`src/hw/rtl/assert_macros.svh`:
```
// Assertion macros used by the RTL of the download server.
// Each macro expects signals clk and rst_n to exist in the using module.
`ifndef ASSERT_MACROS_SVH
`define ASSERT_MACROS_SVH

// Same-cycle implication, checked at every rising clock edge out of reset
`define ASSERT_SAME(label, ante, cons) \
    label: assert property (@(posedge clk) disable iff (!rst_n) (ante) |-> (cons)) \
        else $error("same-cycle check failed");

// Next-cycle implication, checked at every rising clock edge out of reset
`define ASSERT_NEXT(label, ante, cons) \
    label: assert property (@(posedge clk) disable iff (!rst_n) (ante) |=> (cons)) \
        else $error("next-cycle check failed");

`endif

```
`src/hw/rtl/dds_pkg.sv`:
```
// Package for the diagnostic download server: payload types, service and
// reply codes, session codes, register indexes and reset values. No dependencies.
package dds_pkg;

    // Sizes of the request and of a data chunk
    localparam int unsigned MAX_REQUEST = 512;
    localparam int unsigned MAX_CHUNK   = 256;

    // Block length reported in the request-download reply
    localparam logic [15:0] BLOCK_LEN = 16'(MAX_CHUNK + 2);

    localparam logic [31:0] SEED_XOR = 32'hA5A5_A5A5;

    // Service identifiers
    localparam logic [7:0] SID_SESSION  = 8'h10;
    localparam logic [7:0] SID_SECURITY = 8'h27;
    localparam logic [7:0] SID_DOWNLOAD = 8'h34;
    localparam logic [7:0] SID_TRANSFER = 8'h36;
    localparam logic [7:0] SID_EXIT     = 8'h37;

    // Positive reply codes
    localparam logic [7:0] POS_SESSION  = 8'h50;
    localparam logic [7:0] POS_SECURITY = 8'h67;
    localparam logic [7:0] POS_DOWNLOAD = 8'h74;
    localparam logic [7:0] POS_TRANSFER = 8'h76;
    localparam logic [7:0] POS_EXIT     = 8'h77;
    localparam logic [7:0] NEG_REPLY    = 8'h7F;

    // Sub-functions and formats
    localparam logic [7:0] SUB_DEFAULT_SESSION  = 8'h01;
    localparam logic [7:0] SUB_EXTENDED_SESSION = 8'h02;
    localparam logic [7:0] SUB_REQUEST_SEED     = 8'h01;
    localparam logic [7:0] SUB_SEND_KEY         = 8'h02;
    localparam logic [7:0] SUB_NONE             = 8'h00;
    localparam logic [7:0] FMT_ADDR_LEN         = 8'h44;
    localparam logic [7:0] LEN_FORMAT_ID        = 8'h20;

    // Negative response codes
    localparam logic [7:0] NRC_UNKNOWN_SERVICE = 8'h11;
    localparam logic [7:0] NRC_UNKNOWN_SUB     = 8'h12;
    localparam logic [7:0] NRC_BAD_LENGTH      = 8'h13;
    localparam logic [7:0] NRC_WRONG_STATE     = 8'h22;
    localparam logic [7:0] NRC_NO_SEED         = 8'h24;
    localparam logic [7:0] NRC_OUT_OF_RANGE    = 8'h31;
    localparam logic [7:0] NRC_WRONG_KEY       = 8'h35;
    localparam logic [7:0] NRC_FLASH_FAIL      = 8'h72;
    localparam logic [7:0] NRC_WRONG_BLOCK     = 8'h73;

    // Session codes
    localparam logic [2:0] ST_DEFAULT     = 3'd0;
    localparam logic [2:0] ST_EXTENDED    = 3'd1;
    localparam logic [2:0] ST_SEED_SENT   = 3'd2;
    localparam logic [2:0] ST_UNLOCKED    = 3'd3;
    localparam logic [2:0] ST_DOWNLOADING = 3'd4;

    // Erase commands
    localparam logic [1:0] ERASE_NONE = 2'd0;

    // Configuration register indexes
    localparam logic [2:0] REG_ACTIVE_SLOT = 3'd0;
    localparam logic [2:0] REG_SLOT_A_BASE = 3'd1;
    localparam logic [2:0] REG_SLOT_A_CAP  = 3'd2;
    localparam logic [2:0] REG_SLOT_B_BASE = 3'd3;
    localparam logic [2:0] REG_SLOT_B_CAP  = 3'd4;
    localparam logic [2:0] REG_SEC_MASK    = 3'd5;

    // Configuration reset values
    localparam logic [31:0] RST_SLOT_A_CAP = 32'd196608;
    localparam logic [31:0] RST_SLOT_B_CAP = 32'd262144;
    localparam logic [31:0] RST_SEC_MASK   = 32'hDEAD_BEEF;

    // One decoded request item
    typedef struct packed {
        logic [7:0]  service_id;
        logic [7:0]  sub_function;
        logic [7:0]  format_byte;
        logic [31:0] key_value;
        logic [31:0] download_size;
        logic [9:0]  request_length;
        logic [31:0] tick_count;
        logic        flash_ok;
    } req_t;

    // One result item
    typedef struct packed {
        logic [2:0]  reply_length;
        logic [47:0] reply_bytes;
        logic [1:0]  erase_slot;
        logic [31:0] write_address;
        logic [8:0]  write_length;
        logic        meta_write;
        logic        meta_slot;
        logic [31:0] meta_size;
        logic        reset_request;
    } rsp_t;

endpackage

```
`src/hw/rtl/dds_if.sv`:
```
// Channel interfaces of the download server: request, result and config write.
// Depends on dds_pkg for the payload types.
interface dds_req_if;
    logic          valid;
    logic          ready;
    dds_pkg::req_t data;

    modport source (output valid, output data, input ready);
    modport sink (input valid, input data, output ready);
endinterface

interface dds_rsp_if;
    logic          valid;
    logic          ready;
    dds_pkg::rsp_t data;

    modport source (output valid, output data, input ready);
    modport sink (input valid, input data, output ready);
endinterface

interface dds_cfg_if;
    logic        valid;
    logic        ready;
    logic [2:0]  index;
    logic [31:0] wdata;

    modport source (output valid, output index, output wdata, input ready);
    modport sink (input valid, input index, input wdata, output ready);
endinterface

```
`src/hw/rtl/diagnostic_download_server.sv`:
```
// Path: a request item is accepted into the input register, then moves into the
// result register, which drives the result port.
// Throughput: one item per cycle; the input register and result register both
// advance whenever the result register is empty or being taken.
// Reset (rst_n low, asynchronous): session and download state clear, both stages
// empty, configuration registers return to their default values.
`include "assert_macros.svh"

module diagnostic_download_server (
    input  logic       clk,
    input  logic       rst_n,
    dds_req_if.sink    req,
    dds_rsp_if.source  rsp,
    dds_cfg_if.sink    cfg
);

    // Configuration registers
    logic        active_slot_reg;
    logic [31:0] slot_a_base_reg;
    logic [31:0] slot_a_cap_reg;
    logic [31:0] slot_b_base_reg;
    logic [31:0] slot_b_cap_reg;
    logic [31:0] sec_mask_reg;

    // Session and download state
    logic [2:0]  session_reg,   session_next;
    logic [31:0] seed_reg,      seed_next;
    logic [31:0] image_base_reg, image_base_next;
    logic [31:0] image_size_reg, image_size_next;
    logic [31:0] written_reg,   written_next;
    logic [7:0]  exp_block_reg, exp_block_next;
    logic        target_reg,    target_next;

    // Pipeline stages
    logic          in_valid_reg;
    dds_pkg::req_t in_data_reg;
    logic          out_valid_reg;
    dds_pkg::rsp_t out_data_reg, out_data_next;
    logic          advance;

    // Datapath helpers
    logic [9:0]  data_len;
    logic [10:0] chunk_round;
    logic [31:0] seed_new;
    logic        new_target;
    logic [31:0] new_base;
    logic [31:0] new_cap;

    assign advance   = in_valid_reg && (!out_valid_reg || rsp.ready);
    assign req.ready = !in_valid_reg || advance;
    assign rsp.valid = out_valid_reg;
    assign rsp.data  = out_data_reg;
    assign cfg.ready = 1'b1;

    // Configuration writes
    always_ff @(posedge clk or negedge rst_n)
    begin
        if (!rst_n)
        begin
            active_slot_reg <= 1'b0;
            slot_a_base_reg <= '0;
            slot_a_cap_reg  <= dds_pkg::RST_SLOT_A_CAP;
            slot_b_base_reg <= '0;
            slot_b_cap_reg  <= dds_pkg::RST_SLOT_B_CAP;
            sec_mask_reg    <= dds_pkg::RST_SEC_MASK;
        end
        else if (cfg.valid)
        begin
            unique case (cfg.index)
                dds_pkg::REG_ACTIVE_SLOT: active_slot_reg <= cfg.wdata[0];
                dds_pkg::REG_SLOT_A_BASE: slot_a_base_reg <= cfg.wdata;
                dds_pkg::REG_SLOT_A_CAP:  slot_a_cap_reg  <= cfg.wdata;
                dds_pkg::REG_SLOT_B_BASE: slot_b_base_reg <= cfg.wdata;
                dds_pkg::REG_SLOT_B_CAP:  slot_b_cap_reg  <= cfg.wdata;
                dds_pkg::REG_SEC_MASK:    sec_mask_reg    <= cfg.wdata;
                default: ;
            endcase
        end
    end

    // Input stage
    always_ff @(posedge clk or negedge rst_n)
    begin
        if (!rst_n)
        begin
            in_valid_reg <= 1'b0;
        end
        else if (req.ready)
        begin
            in_valid_reg <= req.valid;
        end
    end

    always_ff @(posedge clk)
    begin
        if (req.valid && req.ready)
        begin
            in_data_reg <= req.data;
        end
    end

    // Result stage
    always_ff @(posedge clk or negedge rst_n)
    begin
        if (!rst_n)
        begin
            out_valid_reg <= 1'b0;
        end
        else if (advance)
        begin
            out_valid_reg <= 1'b1;
        end
        else if (rsp.ready)
        begin
            out_valid_reg <= 1'b0;
        end
    end

    always_ff @(posedge clk)
    begin
        if (advance)
        begin
            out_data_reg <= out_data_next;
        end
    end

    // Session and download state update
    always_ff @(posedge clk or negedge rst_n)
    begin
        if (!rst_n)
        begin
            session_reg    <= dds_pkg::ST_DEFAULT;
            seed_reg       <= '0;
            image_base_reg <= '0;
            image_size_reg <= '0;
            written_reg    <= '0;
            exp_block_reg  <= '0;
            target_reg     <= 1'b0;
        end
        else if (advance)
        begin
            session_reg    <= session_next;
            seed_reg       <= seed_next;
            image_base_reg <= image_base_next;
            image_size_reg <= image_size_next;
            written_reg    <= written_next;
            exp_block_reg  <= exp_block_next;
            target_reg     <= target_next;
        end
    end

    // Small datapath pieces
    assign data_len    = in_data_reg.request_length - 10'd2;
    assign chunk_round = (11'(data_len) + 11'd3) & ~11'd3;
    assign seed_new    = in_data_reg.tick_count ^ dds_pkg::SEED_XOR;
    assign new_target  = !active_slot_reg;
    assign new_base    = new_target ? slot_b_base_reg : slot_a_base_reg;
    assign new_cap     = new_target ? slot_b_cap_reg : slot_a_cap_reg;

    // Request decode: reply, commands and next state
    always_comb
    begin
        logic [7:0] sid;
        logic [7:0] sub;
        logic [31:0] len;
        logic [47:0] neg_bytes;

        sid       = in_data_reg.service_id;
        sub       = in_data_reg.sub_function;
        len       = 32'(in_data_reg.request_length);
        neg_bytes = {dds_pkg::NEG_REPLY, sid, 32'h0};

        out_data_next   = '0;
        session_next    = session_reg;
        seed_next       = seed_reg;
        image_base_next = image_base_reg;
        image_size_next = image_size_reg;
        written_next    = written_reg;
        exp_block_next  = exp_block_reg;
        target_next     = target_reg;

        if (len >= 32'd1 && len <= dds_pkg::MAX_REQUEST)
        begin
            // negative reply frame by default; code filled in below
            out_data_next.reply_length = 3'd3;
            unique case (sid)
                dds_pkg::SID_SESSION:
                begin
                    if (len < 32'd2)
                        out_data_next.reply_bytes = neg_bytes | {16'h0, dds_pkg::NRC_BAD_LENGTH, 24'h0};
                    else if (sub == dds_pkg::SUB_DEFAULT_SESSION ||
                             sub == dds_pkg::SUB_EXTENDED_SESSION)
                    begin
                        session_next = (sub == dds_pkg::SUB_DEFAULT_SESSION) ?
                                       dds_pkg::ST_DEFAULT : dds_pkg::ST_EXTENDED;
                        out_data_next.reply_length = 3'd2;
                        out_data_next.reply_bytes  = {dds_pkg::POS_SESSION, sub, 32'h0};
                    end
                    else
                        out_data_next.reply_bytes = neg_bytes | {16'h0, dds_pkg::NRC_UNKNOWN_SUB, 24'h0};
                end
                dds_pkg::SID_SECURITY:
                begin
                    if (len < 32'd2)
                        out_data_next.reply_bytes = neg_bytes | {16'h0, dds_pkg::NRC_BAD_LENGTH, 24'h0};
                    else if (session_reg < dds_pkg::ST_EXTENDED)
                        out_data_next.reply_bytes = neg_bytes | {16'h0, dds_pkg::NRC_WRONG_STATE, 24'h0};
                    else if (sub == dds_pkg::SUB_REQUEST_SEED)
                    begin
                        seed_next    = seed_new;
                        session_next = dds_pkg::ST_SEED_SENT;
                        out_data_next.reply_length = 3'd6;
                        out_data_next.reply_bytes  =
                            {dds_pkg::POS_SECURITY, dds_pkg::SUB_REQUEST_SEED, seed_new};
                    end
                    else if (sub == dds_pkg::SUB_SEND_KEY)
                    begin
                        if (session_reg != dds_pkg::ST_SEED_SENT)
                            out_data_next.reply_bytes = neg_bytes | {16'h0, dds_pkg::NRC_NO_SEED, 24'h0};
                        else if (len < 32'd6)
                            out_data_next.reply_bytes = neg_bytes | {16'h0, dds_pkg::NRC_BAD_LENGTH, 24'h0};
                        else if (in_data_reg.key_value == (seed_reg ^ sec_mask_reg))
                        begin
                            session_next = dds_pkg::ST_UNLOCKED;
                            out_data_next.reply_length = 3'd2;
                            out_data_next.reply_bytes  =
                                {dds_pkg::POS_SECURITY, dds_pkg::SUB_SEND_KEY, 32'h0};
                        end
                        else
                        begin
                            session_next = dds_pkg::ST_EXTENDED;
                            out_data_next.reply_bytes = neg_bytes | {16'h0, dds_pkg::NRC_WRONG_KEY, 24'h0};
                        end
                    end
                    else
                        out_data_next.reply_bytes = neg_bytes | {16'h0, dds_pkg::NRC_UNKNOWN_SUB, 24'h0};
                end
                dds_pkg::SID_DOWNLOAD:
                begin
                    if (session_reg != dds_pkg::ST_UNLOCKED)
                        out_data_next.reply_bytes = neg_bytes | {16'h0, dds_pkg::NRC_WRONG_STATE, 24'h0};
                    else if (len < 32'd11)
                        out_data_next.reply_bytes = neg_bytes | {16'h0, dds_pkg::NRC_BAD_LENGTH, 24'h0};
                    else if (sub != dds_pkg::SUB_NONE || in_data_reg.format_byte != dds_pkg::FMT_ADDR_LEN)
                        out_data_next.reply_bytes = neg_bytes | {16'h0, dds_pkg::NRC_OUT_OF_RANGE, 24'h0};
                    else
                    begin
                        // target fields latch once the format is accepted
                        image_size_next = in_data_reg.download_size;
                        target_next     = new_target;
                        image_base_next = new_base;
                        if (in_data_reg.download_size == 32'd0 ||
                            in_data_reg.download_size > new_cap)
                            out_data_next.reply_bytes = neg_bytes | {16'h0, dds_pkg::NRC_OUT_OF_RANGE, 24'h0};
                        else
                        begin
                            out_data_next.erase_slot = {new_target, !new_target};
                            if (!in_data_reg.flash_ok)
                                out_data_next.reply_bytes = neg_bytes | {16'h0, dds_pkg::NRC_FLASH_FAIL, 24'h0};
                            else
                            begin
                                written_next   = '0;
                                exp_block_next = 8'd1;
                                session_next   = dds_pkg::ST_DOWNLOADING;
                                out_data_next.reply_length = 3'd4;
                                out_data_next.reply_bytes  =
                                    {dds_pkg::POS_DOWNLOAD, dds_pkg::LEN_FORMAT_ID,
                                     dds_pkg::BLOCK_LEN, 16'h0};
                            end
                        end
                    end
                end
                dds_pkg::SID_TRANSFER:
                begin
                    if (session_reg != dds_pkg::ST_DOWNLOADING)
                        out_data_next.reply_bytes = neg_bytes | {16'h0, dds_pkg::NRC_WRONG_STATE, 24'h0};
                    else if (len < 32'd2 || 32'(data_len) > dds_pkg::MAX_CHUNK)
                        out_data_next.reply_bytes = neg_bytes | {16'h0, dds_pkg::NRC_BAD_LENGTH, 24'h0};
                    else if (sub != exp_block_reg)
                        out_data_next.reply_bytes = neg_bytes | {16'h0, dds_pkg::NRC_WRONG_BLOCK, 24'h0};
                    else
                    begin
                        out_data_next.write_address = image_base_reg + written_reg;
                        out_data_next.write_length  = chunk_round[8:0];
                        if (!in_data_reg.flash_ok)
                            out_data_next.reply_bytes = neg_bytes | {16'h0, dds_pkg::NRC_FLASH_FAIL, 24'h0};
                        else
                        begin
                            written_next   = written_reg + 32'(data_len);
                            exp_block_next = exp_block_reg + 8'd1;
                            out_data_next.reply_length = 3'd2;
                            out_data_next.reply_bytes  = {dds_pkg::POS_TRANSFER, sub, 32'h0};
                        end
                    end
                end
                dds_pkg::SID_EXIT:
                begin
                    if (session_reg != dds_pkg::ST_DOWNLOADING)
                        out_data_next.reply_bytes = neg_bytes | {16'h0, dds_pkg::NRC_WRONG_STATE, 24'h0};
                    else
                    begin
                        out_data_next.meta_write = 1'b1;
                        out_data_next.meta_slot  = target_reg;
                        out_data_next.meta_size  = image_size_reg;
                        if (!in_data_reg.flash_ok)
                            out_data_next.reply_bytes = neg_bytes | {16'h0, dds_pkg::NRC_FLASH_FAIL, 24'h0};
                        else
                        begin
                            // system resets after this reply: all state back to idle
                            out_data_next.reply_length  = 3'd1;
                            out_data_next.reply_bytes   = {dds_pkg::POS_EXIT, 40'h0};
                            out_data_next.reset_request = 1'b1;
                            session_next    = dds_pkg::ST_DEFAULT;
                            seed_next       = '0;
                            image_base_next = '0;
                            image_size_next = '0;
                            written_next    = '0;
                            exp_block_next  = '0;
                            target_next     = 1'b0;
                        end
                    end
                end
                default:
                    out_data_next.reply_bytes = neg_bytes | {16'h0, dds_pkg::NRC_UNKNOWN_SERVICE, 24'h0};
            endcase
        end
    end

    // Checks on the stage handshake and the download state
    `ASSERT_SAME(a_hold_when_full, in_valid_reg && !advance, !req.ready)
    `ASSERT_SAME(a_write_only_downloading, advance && out_data_next.write_length != 9'd0,
                 session_reg == dds_pkg::ST_DOWNLOADING)
    `ASSERT_NEXT(a_download_starts, advance && out_data_next.reply_length == 3'd4,
                 session_reg == dds_pkg::ST_DOWNLOADING && exp_block_reg == 8'd1)
    `ASSERT_NEXT(a_exit_clears, advance && out_data_next.reset_request,
                 session_reg == dds_pkg::ST_DEFAULT && written_reg == 32'd0)

endmodule

```
`src/flat_wrapper.sv`:
```
// flat-port wrapper written by rule: the top's interface ports become plain ports
module diagnostic_download_server_flat 
  (clk, rst_n, req_valid, req_data, req_ready, rsp_valid, rsp_data, rsp_ready, cfg_valid, cfg_index, cfg_wdata, cfg_ready);
  dds_req_if req_i ();
  dds_rsp_if rsp_i ();
  dds_cfg_if cfg_i ();
  input  logic clk;
  input  logic rst_n;
  input wire logic [$bits(req_i.valid)-1:0] req_valid;
  input wire logic [$bits(req_i.data)-1:0] req_data;
  output wire logic [$bits(req_i.ready)-1:0] req_ready;
  output wire logic [$bits(rsp_i.valid)-1:0] rsp_valid;
  output wire logic [$bits(rsp_i.data)-1:0] rsp_data;
  input wire logic [$bits(rsp_i.ready)-1:0] rsp_ready;
  input wire logic [$bits(cfg_i.valid)-1:0] cfg_valid;
  input wire logic [$bits(cfg_i.index)-1:0] cfg_index;
  input wire logic [$bits(cfg_i.wdata)-1:0] cfg_wdata;
  output wire logic [$bits(cfg_i.ready)-1:0] cfg_ready;
  assign req_i.valid = req_valid;
  assign req_i.data = req_data;
  assign req_ready = req_i.ready;
  assign rsp_valid = rsp_i.valid;
  assign rsp_data = rsp_i.data;
  assign rsp_i.ready = rsp_ready;
  assign cfg_i.valid = cfg_valid;
  assign cfg_i.index = cfg_index;
  assign cfg_i.wdata = cfg_wdata;
  assign cfg_ready = cfg_i.ready;
  diagnostic_download_server u_core (.clk(clk), .rst_n(rst_n), .req(req_i), .rsp(rsp_i), .cfg(cfg_i));
endmodule
```
`config.mk`:
```
export PLATFORM = sky130hd
export DESIGN_NAME = diagnostic_download_server_flat
export DESIGN_NICKNAME = d
export VERILOG_FILES = /design/src/hw/rtl/dds_pkg.sv /design/src/hw/rtl/dds_if.sv /design/src/hw/rtl/diagnostic_download_server.sv /design/src/flat_wrapper.sv
export VERILOG_INCLUDE_DIRS = /design/src /design/src/hw/rtl
export SDC_FILE = /design/constraint.sdc
export NUM_CORES = 1
export LEC_CHECK = 0
export BUFFER_PORTS_ARGS = -buffer_cell sky130_fd_sc_hd__buf_2
export CAP_MARGIN = 10
export CORE_MARGIN = 2
export CORE_UTILIZATION = 35
export DETAILED_ROUTE_END_ITERATION = 6
export HOLD_SLACK_MARGIN = 0.12
export PLACE_DENSITY = 0.6
export SETUP_SLACK_MARGIN = 0.2
export SLEW_MARGIN = 20
export SYNTH_ARGS = -nofsm -noshare
export SYNTH_HDL_FRONTEND = slang
export SYNTH_SLANG_ARGS = --single-unit
```
`constraint.sdc`:
```
create_clock -name clk -period 6.1 [get_ports clk]
set_input_delay 0.305 -clock clk [delete_from_list [all_inputs] [get_ports clk]]
set_output_delay 0.305 -clock clk [all_outputs]
set_load 0.03 [all_outputs]
```
==> results of run 1 <==
[cells by family (layout without fill, tap and decap cells)]
| family | Yosys count | count (layout) | share of synthesized area |
|---|---|---|---|
| mux | 225 | 225 | 0.0954 |
| buf+inv | 121 | 634 | 0.0196 |
| other cells | 2 | 8 | 0.000292 |
| flops | 559 | 559 | 0.595 |
| fa+ha+maj | 80 | 80 | 0.0395 |
| compound gates | 384 | 384 | 0.0970 |
| simple gates | 601 | 601 | 0.114 |
| xor+xnor | 117 | 117 | 0.0398 |
[layout by cell type (no fill, tap or decap), types with 11 or more instances in the layout]
cell type,count
a21o_1,21
nor2b_1,11
or3_1,11
ha_1,78
xor2_1,57
nand4_1,16
and2_1,44
nand3_1,45
dfrtp_1,275
dfstp_2,27
nor4_1,19
clkinv_2,17
a21oi_1,71
edfxtp_1,256
mux2_2,162
o31ai_1,71
dlygate4sd3_1,169
nand2_1,223
and3_1,27
buf_2,297
inv_1,29
xnor2_1,60
clkbuf_16,60
mux2i_1,63
nor2_1,112
o21ai_0,119
nor3_1,24
buf_4,22
nand2b_1,16
a31oi_1,11
[per-layer routing]
| metal | vias up | global-route usage | wire length (um) |
|---|---|---|---|
| met3 | 134 | 0.0323 | 3340 |
| met1 | 9149 | 0.251 | 31800 |
| met2 | 487 | 0.319 | 35100 |
| met5 | - | 0 | 35 |
| li1 | 8578 | - | - |
| met4 | 6 | 0.0576 | 1910 |
[through the flow]
| step | hold WS (ns) | total power [mW] |
|---|---|---|
| 6_report | 0.174 | 9.56 |
| 5_1_grt | 0.185 | 9.98 |
| 4_1_cts | 0.131 | 9.67 |
| 3_5_place_dp | 0.423 | 5.88 |
| 3_3_place_gp | 0.405 | 5.83 |
| 2_1_floorplan | 0.00941 | 5.43 |
[synthesized netlist by cell type (7+ instances only)]
| cell | number |
|---|---|
| a211oi_1 | 8 |
| a21o_1 | 21 |
| a21oi_1 | 71 |
| a31oi_1 | 11 |
| and2_1 | 45 |
| and3_1 | 27 |
| buf_1 | 9 |
| buf_2 | 12 |
| clkbuf_1 | 62 |
| dfrtp_1 | 276 |
| dfstp_2 | 27 |
| edfxtp_1 | 256 |
| ha_1 | 78 |
| inv_1 | 30 |
| mux2_2 | 162 |
| mux2i_1 | 63 |
| nand2_1 | 224 |
| nand2b_1 | 16 |
| nand3_1 | 45 |
| nand4_1 | 16 |
| nor2_1 | 115 |
| nor2b_1 | 11 |
| nor3_1 | 26 |
| nor4_1 | 20 |
| o211ai_1 | 8 |
| o21a_1 | 7 |
| o21ai_0 | 120 |
| o21ai_1 | 7 |
| o21bai_1 | 7 |
| o31ai_1 | 71 |
| or3_1 | 12 |
| or4_1 | 7 |
| xnor2_1 | 60 |
| xor2_1 | 57 |
[power by group]
group          switching (mW)  internal [mW]
combinational           0.674          0.590
clock                    1.56           2.12
sequential              0.249           4.37
[layout make-up]
class,instances,area (um2),area share
tap,959,1200,0.0375
clock inverter,37,363,0.0113
inverter,31,119,0.00371
multi-input combinational,1411,9970,0.312
antenna,4,10.0,0.000313
clock buffer,75,1640,0.0512
sequential,559,15300,0.478
timing repair buffer,491,3400,0.106
[worst max path at each step]
stage                                       start                             endpoint  depth (start not counted)
4_1_cts        u_core.active_slot_reg$_DFFE_PN0P_  u_core.exp_block_reg[5]$_DFFE_PN0P_                         10
3_3_place_gp   u_core.active_slot_reg$_DFFE_PN0P_   u_core.written_reg[16]$_DFFE_PN0P_                         10
3_5_place_dp   u_core.active_slot_reg$_DFFE_PN0P_   u_core.written_reg[16]$_DFFE_PN0P_                         11
6_report       u_core.active_slot_reg$_DFFE_PN0P_   u_core.written_reg[16]$_DFFE_PN0P_                         11
5_1_grt        u_core.active_slot_reg$_DFFE_PN0P_  u_core.exp_block_reg[7]$_DFFE_PN0P_                         10
2_1_floorplan        u_core.rsp.valid$_DFFE_PN0P_      u_core.in_data_reg[0]$_DFFE_PP_                          2
[worst max-delay path: cells and delay by family (launching register included)]
kind,cells,cell delay (ns)
and+or+nand+nor,6,2.35
DFF,1,0.81
adders and majority gates,1,0.34
muxes,1,0.19
AOI/OAI and AO/OA,3,0.81
[repair_timing]
item                                    4_1_cts  5_1_grt
endpoints found under the hold margin       367        0
hold buffers                                169        0
endpoints found under the setup margin        0        0
==> impl_metrics.ini, run 1 <==
[finish]
stdcell_area_um2 = 32000
fill_cells = 6737
synthToLayoutAreaGrowth_pct = 24.4
drive_above_1_share = 0.248
nNetsFinal = 2805
stdcell_count = 3567
largest_register_ffs = 131
utilization = 0.439

[worst_setup_path]
worst-r2r-setup-slack_ns = 1.41
cp-start-kind = flip-flop
crit_type = flip-flop to flip-flop
end_kind = flip-flop
path_common_cell = nand3_1
crit_slowest_cell = dfrtp_4
ff2ff_path_depth = 11
r2r-start = u_core.active_slot_reg$_DFFE_PN0P_
cpPeakStageDelay_ns = 0.81
crit_required_ns = 6.61
path_max_fanout = 35
r2r-end = u_core.written_reg[16]$_DFFE_PN0P_
crit_arrival_ns = 5.20
path_cells = mux2i_1 -> ha_1 -> nand3_1 -> nor4_1 -> and4_1 -> nand3_1 -> o21ai_0 -> o21ba_2 -> or3_1 -> or2_1 -> o41ai_2

[clock_network]
clockRootBuffer = clkbuf_16
cts_max_path_buffers = 3
htree_levels = 2
cts_resized = 0
clk_pin_slew_ns = 0.06
clkSinkCount = 559
postCtsSetupRepairBufs = 0
numCtsBuffers = 60
clock_latency_ns = 0.63
cts_tree = built

[floorplan]
fp.dieW_um = 275
design.core.area_um2 = 72800
start_util = 0.353
dieArea_um2 = 75700
die_h_um = 275
ios = 303
fp-row-count = 99

[synthesis]
synth_cells = 2089
synth_seq_cells = 559
synth_top_area_share = 0.299
yosysTopAreaCell = edfxtp_1
yosys_most_used_dff = dfrtp_1
synth_edf_count = 256
synthArstFlopShare = 0.542
seq_area_frac_synth = 0.595
syn_area_per_cell_um2 = 12.3
yosys_warnings = 0
synthDistinctLibCells = 80
synth_area_leaders = edfxtp_1, dfrtp_1, mux2_2
syn_area_um2 = 25700

[place]
portBuffers = 298
dpl.cell_count = 3282
gp_congestion = 0.860
post_dp_cell_area_um2 = 28300
place_ws_ns = 1.52
dp_hpwl_um = 50500

[detailed_routing]
drt_iter0_drc = 1246
post_drt_wl_per_cell_um = 20.2
routed_wl_um = 72200
routed_via_density = 5.15
vias = 18354
dr.pass1.iters = 5
postRouteAntennaNets = 0
drc = 0

[timing]
drv_slew = 0
worst_clock_skew_ns = 0.0318
setup_slack_ns = 1.41
min_period_over_period = 0.769
worst_slew_pin_slew_ns = 1.06
tns_ns = 0
setup_violations = 0
fmax_mhz = 213
slew_headroom = 0.285
finalHoldViolCount = 0
rsz0062_at_grt = no
period_needed_ns = 4.69

[global_route]
grt_use_total = 0.190
antenna_found_initial = 7
grt_max_degree = 131
overflow = 0
grt_pass1_wl_um = 110000
grt_pass1_vias = 18701

[run]
cap_violations = 0

[power_and_ir_drop]
pwr_density_cell_nw_per_um2 = 299
power_leakage_nw = 13.5
vdd_drop_max_mv = 0.189

[hold_path]
whs_path_depth = 5
hold_start = cfg_index[2]
hold_path_end = u_core.active_slot_reg$_DFFE_PN0P_
hold_class = input port to flip-flop

[status]
status = completed
No activity file was read; power rests on OpenSTA's default activity.
==> run 2, diff against run 1 <==
- ABC_AREA: not set -> 1
- PLACE_DENSITY: 0.6 -> 0.62
- clock period: 6.1 -> 3.79 ns (I/O delays scaled with it)
==> impl_metrics.ini, run 2 <==
[timing]
tns_ns = 0
worst_clock_skew_ns = 0.0233
worst_slew_pin_slew_ns = 0.886
setup_violations = 0
min_period_over_period = 0.872
slew_headroom = 0.409
rsz0062_at_grt = no
period_needed_ns = 3.30
fmax_mhz = 303
finalHoldViolCount = 0
drv_slew = 0
whs_ns = 0.272

[finish]
nNetsFinal = 3830
stdcell_count = 4687
largest_register_ffs = 131
final_cell_mix = nand2_1, inv_1, buf_2
synthToLayoutAreaGrowth_pct = 25.3
mostFrequentLayoutCell = nand2_1
fill_cells = 7623
stdcell_area_um2 = 34600
drive_above_1_share = 0.163

[synthesis]
syn_area_per_cell_um2 = 8.95
synth_cells = 3088
synthMuxAreaShare = 0.0112
yosysTopAreaCell = edfxtp_1
synthArstFlopShare = 0.542
synth_xor_area_frac = 0.0122
yosys_most_used_dff = dfrtp_1
synth_fa_ha_area_frac = 0.0368
synthDistinctLibCells = 55
synth_edf_count = 256
synthMostInstantiatedCell = nand2_1
synth_common_cells = nand2_1, inv_1, o21ai_0
synth_top_family_by_area = simple AND/OR/NAND/NOR gates
yosys_warnings = 0
syn_area_um2 = 27600
synth_compound_area_frac = 0.102
seq_area_frac_synth = 0.554
synth_area_leaders = edfxtp_1, dfrtp_1, nand2_1
yosys.area_share.simple = 0.223
synth_seq_cells = 559
synth_top_area_share = 0.278

[detailed_routing]
dr.pass1.iters = 5
routed_wl_um = 82500
routed_via_density = 4.84
drc = 0
vias = 22662
post_drt_wl_per_cell_um = 17.6
drt_iter0_drc = 1727
postRouteAntennaNets = 0

[worst_setup_path]
cp-start-kind = flip-flop
path_common_cell = nand2_1
crit_type = flip-flop to flip-flop
crit_slowest_cell = edfxtp_1
worst-r2r-setup-slack_ns = 0.49
crit_required_ns = 4.29
path_max_fanout = 6
path_cells = inv_2 -> ha_1 -> xnor2_1 -> inv_1 -> ha_1 -> a21oi_1 -> nand2_1 -> nand2_1 -> nand2_1 -> a21oi_1 -> nor3_1 -> or2_2 -> nand3_1 -> o21ai_2
end_kind = flip-flop
cpPeakStageDelay_ns = 0.46
crit_arrival_ns = 3.81

[clock_network]
numCtsBuffers = 67
clock_latency_ns = 0.63
clockRootBuffer = clkbuf_16
clkSinkCount = 559
cts_max_path_buffers = 3
clk_pin_slew_ns = 0.06
htree_levels = 3
cts_tree = built

[global_route]
grt_pass1_wl_um = 128000
antenna_found_initial = 3
grt_use_total = 0.202
overflow = 0
grt_pass1_vias = 22299
grt_max_degree = 131

[place]
gp_congestion = 0.915
post_dp_cell_area_um2 = 30400
dp_hpwl_um = 57900
dpl.cell_count = 4373
portBuffers = 298

[floorplan]
die_h_um = 285
design.core.area_um2 = 78600
start_util = 0.351
ios = 303
dieArea_um2 = 81200
fp.dieW_um = 285
fp-row-count = 103

[power_and_ir_drop]
power_leakage_nw = 15.7
pwr_density_cell_nw_per_um2 = 487
vdd_drop_max_mv = 0.344

[run]
cap_violations = 0

[status]
status = completed

[hold_path]
hold_class = input port to flip-flop
[run 2: cell count changes after synthesis, moves of 28 or more]
| cell | before | now |
|---|---|---|
| o21ai_0 | 120 | 287 |
| o21ai_2 | 0 | 28 |
| nand3_1 | 45 | 102 |
| nand2_1 | 224 | 944 |
| and2_1 | 45 | 0 |
| nand3b_1 | 5 | 43 |
| nor2_1 | 115 | 239 |
| mux2i_1 | 63 | 31 |
| a21oi_1 | 71 | 100 |
| mux2_2 | 162 | 0 |
| xor2_1 | 57 | 21 |
| o31ai_1 | 71 | 33 |
| inv_1 | 30 | 299 |
| xnor2_1 | 60 | 12 |
[run 2: path summary, 6_finish.rpt]
path / from / end / depth (start not counted)
setup / recovery: u_core.in_data_reg[34]$_DFFE_PP_ / u_core.written_reg[14]$_DFFE_PN0P_ / 14
hold / removal: req_data[125] / u_core.in_data_reg[125]$_DFFE_PP_ / 2
setup reg to reg: u_core.in_data_reg[34]$_DFFE_PP_ / u_core.written_reg[14]$_DFFE_PN0P_ / 14
hold reg to reg: u_core.in_data_reg[9]$_DFFE_PP_ / u_core.seed_reg[8]$_DFFE_PN0P_ / 1
max in group asynchronous: rst_n / u_core.active_slot_reg$_DFFE_PN0P_ / 4
min in group asynchronous: rst_n / u_core.written_reg[18]$_DFFE_PN0P_ / 3
[run 2: per-layer routing]
metal | routed length, um | vias to the layer above | part of all wire | GRT usage
met1 | 36300 | 10753 | 0.44 | 0.268
met3 | 4560 | 114 | 0.055 | 0.0326
met2 | 39700 | 591 | 0.48 | 0.339
met4 | 1950 | 0 | 0.024 | 0.0631
li1 | - | 11204 | - | -
met5 | 0 | - | 0 | 0
[run 2: timing repair]
action	4_1_cts	5_1_grt
pin swaps	0	1
setup buffers	0	13
gates cloned	0	0
endpoints found under the hold margin	569	0
gates resized for setup	1	5
hold buffers	174	0
setup endpoints to repair	3	28
[run 2: critical path: cells and delay by family (launching register included)]
kind,cells,cell delay (ns)
xor+xnor,1,0.35
simple gates,6,0.93
flops,1,0.46
fa+ha+maj,2,0.62
compound gates,3,0.59
buf+inv,2,0.22
[run 2: kinds of logic after synthesis]
| kind of cell | count (synthesis) |
|---|---|
| and+or+nand+nor | 1462 |
| xor gates and xnor gates | 36 |
| AOI/OAI and AO/OA | 505 |
| other | 2 |
| muxes | 31 |
| DFF | 559 |
| buffers and inverters | 413 |
| adders and majority gates | 80 |
[run 2: final cells by class]
type	instances	area (um2)	share of cell area
multi-input combinational	2118	10700	0.310
inverter	315	1190	0.0344
clock inverter	34	479	0.0138
clock buffer	90	1880	0.0542
sequential	559	15300	0.442
timing repair buffer	518	3720	0.107
antenna	3	7.51	0.000217
tap	1050	1310	0.0379
[run 2: power breakdown]
| part | internal [mW] | switching, mW | total (mW) |
|---|---|---|---|
| clock network | 4.10 | 2.74 | 6.84 |
| registers | 7.11 | 0.412 | 7.52 |
| logic | 0.931 | 1.57 | 2.50 |
[run 2: metrics by stage]
step | total power [mW] | utilization | worst slack [ns]
after floorplan | 9.09 | - | 0.277
after global placement | 9.89 | 0.386 | 0.314
after detailed placement | 9.95 | 0.386 | 0.248
after CTS | 17.0 | 0.439 | 0.305
after global routing | 17.6 | 0.441 | 0.191
final | 16.9 | 0.441 | 0.487
==> run 3, diff against run 2 <==
- CORE_UTILIZATION: 35 -> 50
- PLACE_DENSITY: 0.62 -> 0.8
==> impl_metrics.ini, run 3 (synthesized netlist as in run 2, its figures left out) <==
[timing]
setup_violations = 0
worst_slew_pin_slew_ns = 1.03
worst_clock_skew_ns = 0.0204
finalHoldViolCount = 0
period_needed_ns = 3.38
fmax_mhz = 296
tns_ns = 0
drv_slew = 0
rsz0062_at_grt = no
slew_headroom = 0.310
min_period_over_period = 0.893

[place]
portBuffers = 298
post_dp_cell_area_um2 = 29800
dpl.cell_count = 4016
dp_hpwl_um = 52900
gp_congestion = 0.962

[hold_path]
hold_class = input port to async pin

[detailed_routing]
dr.pass1.iters = 6
wl_met3_um = 5130
wl_met2_um = 38100
post_drt_wl_per_cell_um = 18.4
vias = 23386
wl_met1_um = 33500
routed_wl_um = 79200
routed_via_density = 5.43
postRouteAntennaNets = 0
drt_iter0_drc = 2243
routed.top_layer = met5
drc = 0

[global_route]
grt_max_degree = 131
grt_use_total = 0.275
overflow = 0
grt_pass1_wl_um = 123000
grt_pass1_vias = 22711
antenna_found_initial = 10

[power_and_ir_drop]
pwr_density_cell_nw_per_um2 = 479
total_power_mw = 16.1
vdd_drop_max_mv = 0.377
power_leakage_nw = 15.4

[clock_network]
clock_latency_ns = 0.63
clk_pin_slew_ns = 0.06
clkSinkCount = 559
clockRootBuffer = clkbuf_16
numCtsBuffers = 57
postCtsSetupRepairBufs = 0
cts_max_path_buffers = 3
cts_tree = built
htree_levels = 2

[finish]
synthToLayoutAreaGrowth_pct = 21.7
final_cell_mix = nand2_1, inv_1, buf_2
nNetsFinal = 3795
drive_above_1_share = 0.154
largest_register_ffs = 131
mostFrequentLayoutCell = nand2_1
stdcell_area_um2 = 33600
stdcell_count = 4304

[floorplan]
fp.dieW_um = 239
start_util = 0.503
die_h_um = 239
ios = 303
design.core.area_um2 = 54900
fp-row-count = 86
dieArea_um2 = 57200

[worst_setup_path]
path_max_fanout = 32
ff2ff_path_depth = 11
cp-start-kind = flip-flop
crit_required_ns = 4.28
end_kind = flip-flop
crit_arrival_ns = 3.87
crit_type = flip-flop to flip-flop

[run]
cap_violations = 0

[status]
status = completed
## run 3: cell count changes in the layout (fill, tap and decap cells not counted), sizes merged, moves of 2 or more
cell / previous run / this run
diode: 3 / 8
bufinv: 8 / 11
clkinv: 18 / 20
buf: 345 / 320
clkinvlp: 6 / 4
clkbuf: 90 / 70
## run 3: repair_timing
item,in CTS,in global routing
gates resized for setup,0,1
setup endpoints to repair,0,6
hold buffers,172,0
hold endpoints to repair,394,0
## run 3: through the flow
stage / hold slack, ns / util / worst slack [ns]
global placement: 0.271 / 0.544 / 0.576
detailed placement: 0.290 / 0.544 / 0.559
global route: 0.261 / 0.613 / 0.200
floorplan: -0.106 / - / 0.277
CTS: 0.235 / 0.612 / 0.501
finish: 0.180 / 0.613 / 0.406
## run 3: final timing paths
| path | startpoint | to | slack [ns] |
|---|---|---|---|
| max in group asynchronous | rst_n | u_core.image_size_reg[8]$_DFFE_PN0P_ | 2.51 |
| min | rst_n | u_core.in_valid_reg$_DFFE_PN0N_ | 0.18 |
| max | u_core.in_data_reg[34]$_DFFE_PP_ | u_core.seed_reg[1]$_DFFE_PN0P_ | 0.41 |
| min in group clk | req_data[96] | u_core.in_data_reg[96]$_DFFE_PP_ | 0.26 |
| max reg2reg | u_core.in_data_reg[34]$_DFFE_PP_ | u_core.seed_reg[1]$_DFFE_PN0P_ | 0.41 |
| min reg2reg | u_core.in_data_reg[30]$_DFFE_PP_ | u_core.seed_reg[29]$_DFFE_PN0P_ | 0.47 |
## run 3: final cells by class
type | count | area, um2
Fill cell | 4427 | 21300
Sequential cell | 559 | 15300
Multi-Input combinational cell | 2119 | 10700
Timing Repair Buffer | 492 | 3480
Clock buffer | 70 | 1520
Inverter | 315 | 1190
Tap cell | 704 | 881
Clock inverter | 37 | 503
Antenna cell | 8 | 20.0
## run 3: power by group
group | total [mW] | internal (mW) | leakage [nW] | switching (mW)
Combinational | 2.48 | 0.896 | 7.98 | 1.58
Sequential | 7.52 | 7.10 | 6.41 | 0.415
Clock | 6.11 | 3.62 | 0.997 | 2.49
## run 3: critical path: stages, from the launching register on
cell	delay, ns
edfxtp_1	0.48
inv_2	0.16
ha_1	0.19
nand3_1	0.08
o21ai_1	0.16
nand2_2	0.16
inv_2	0.36
nand2_2	0.14
inv_2	0.19
nand4_2	0.83
nand2_1	0.38
o31ai_1	0.12
## run 3: per-layer routing
layer	global-route usage	vias to the layer above
li1	-	11141
met3	0.0419	197
met4	0.0930	6
met2	0.459	954
met1	0.366	11088
met5	0	-
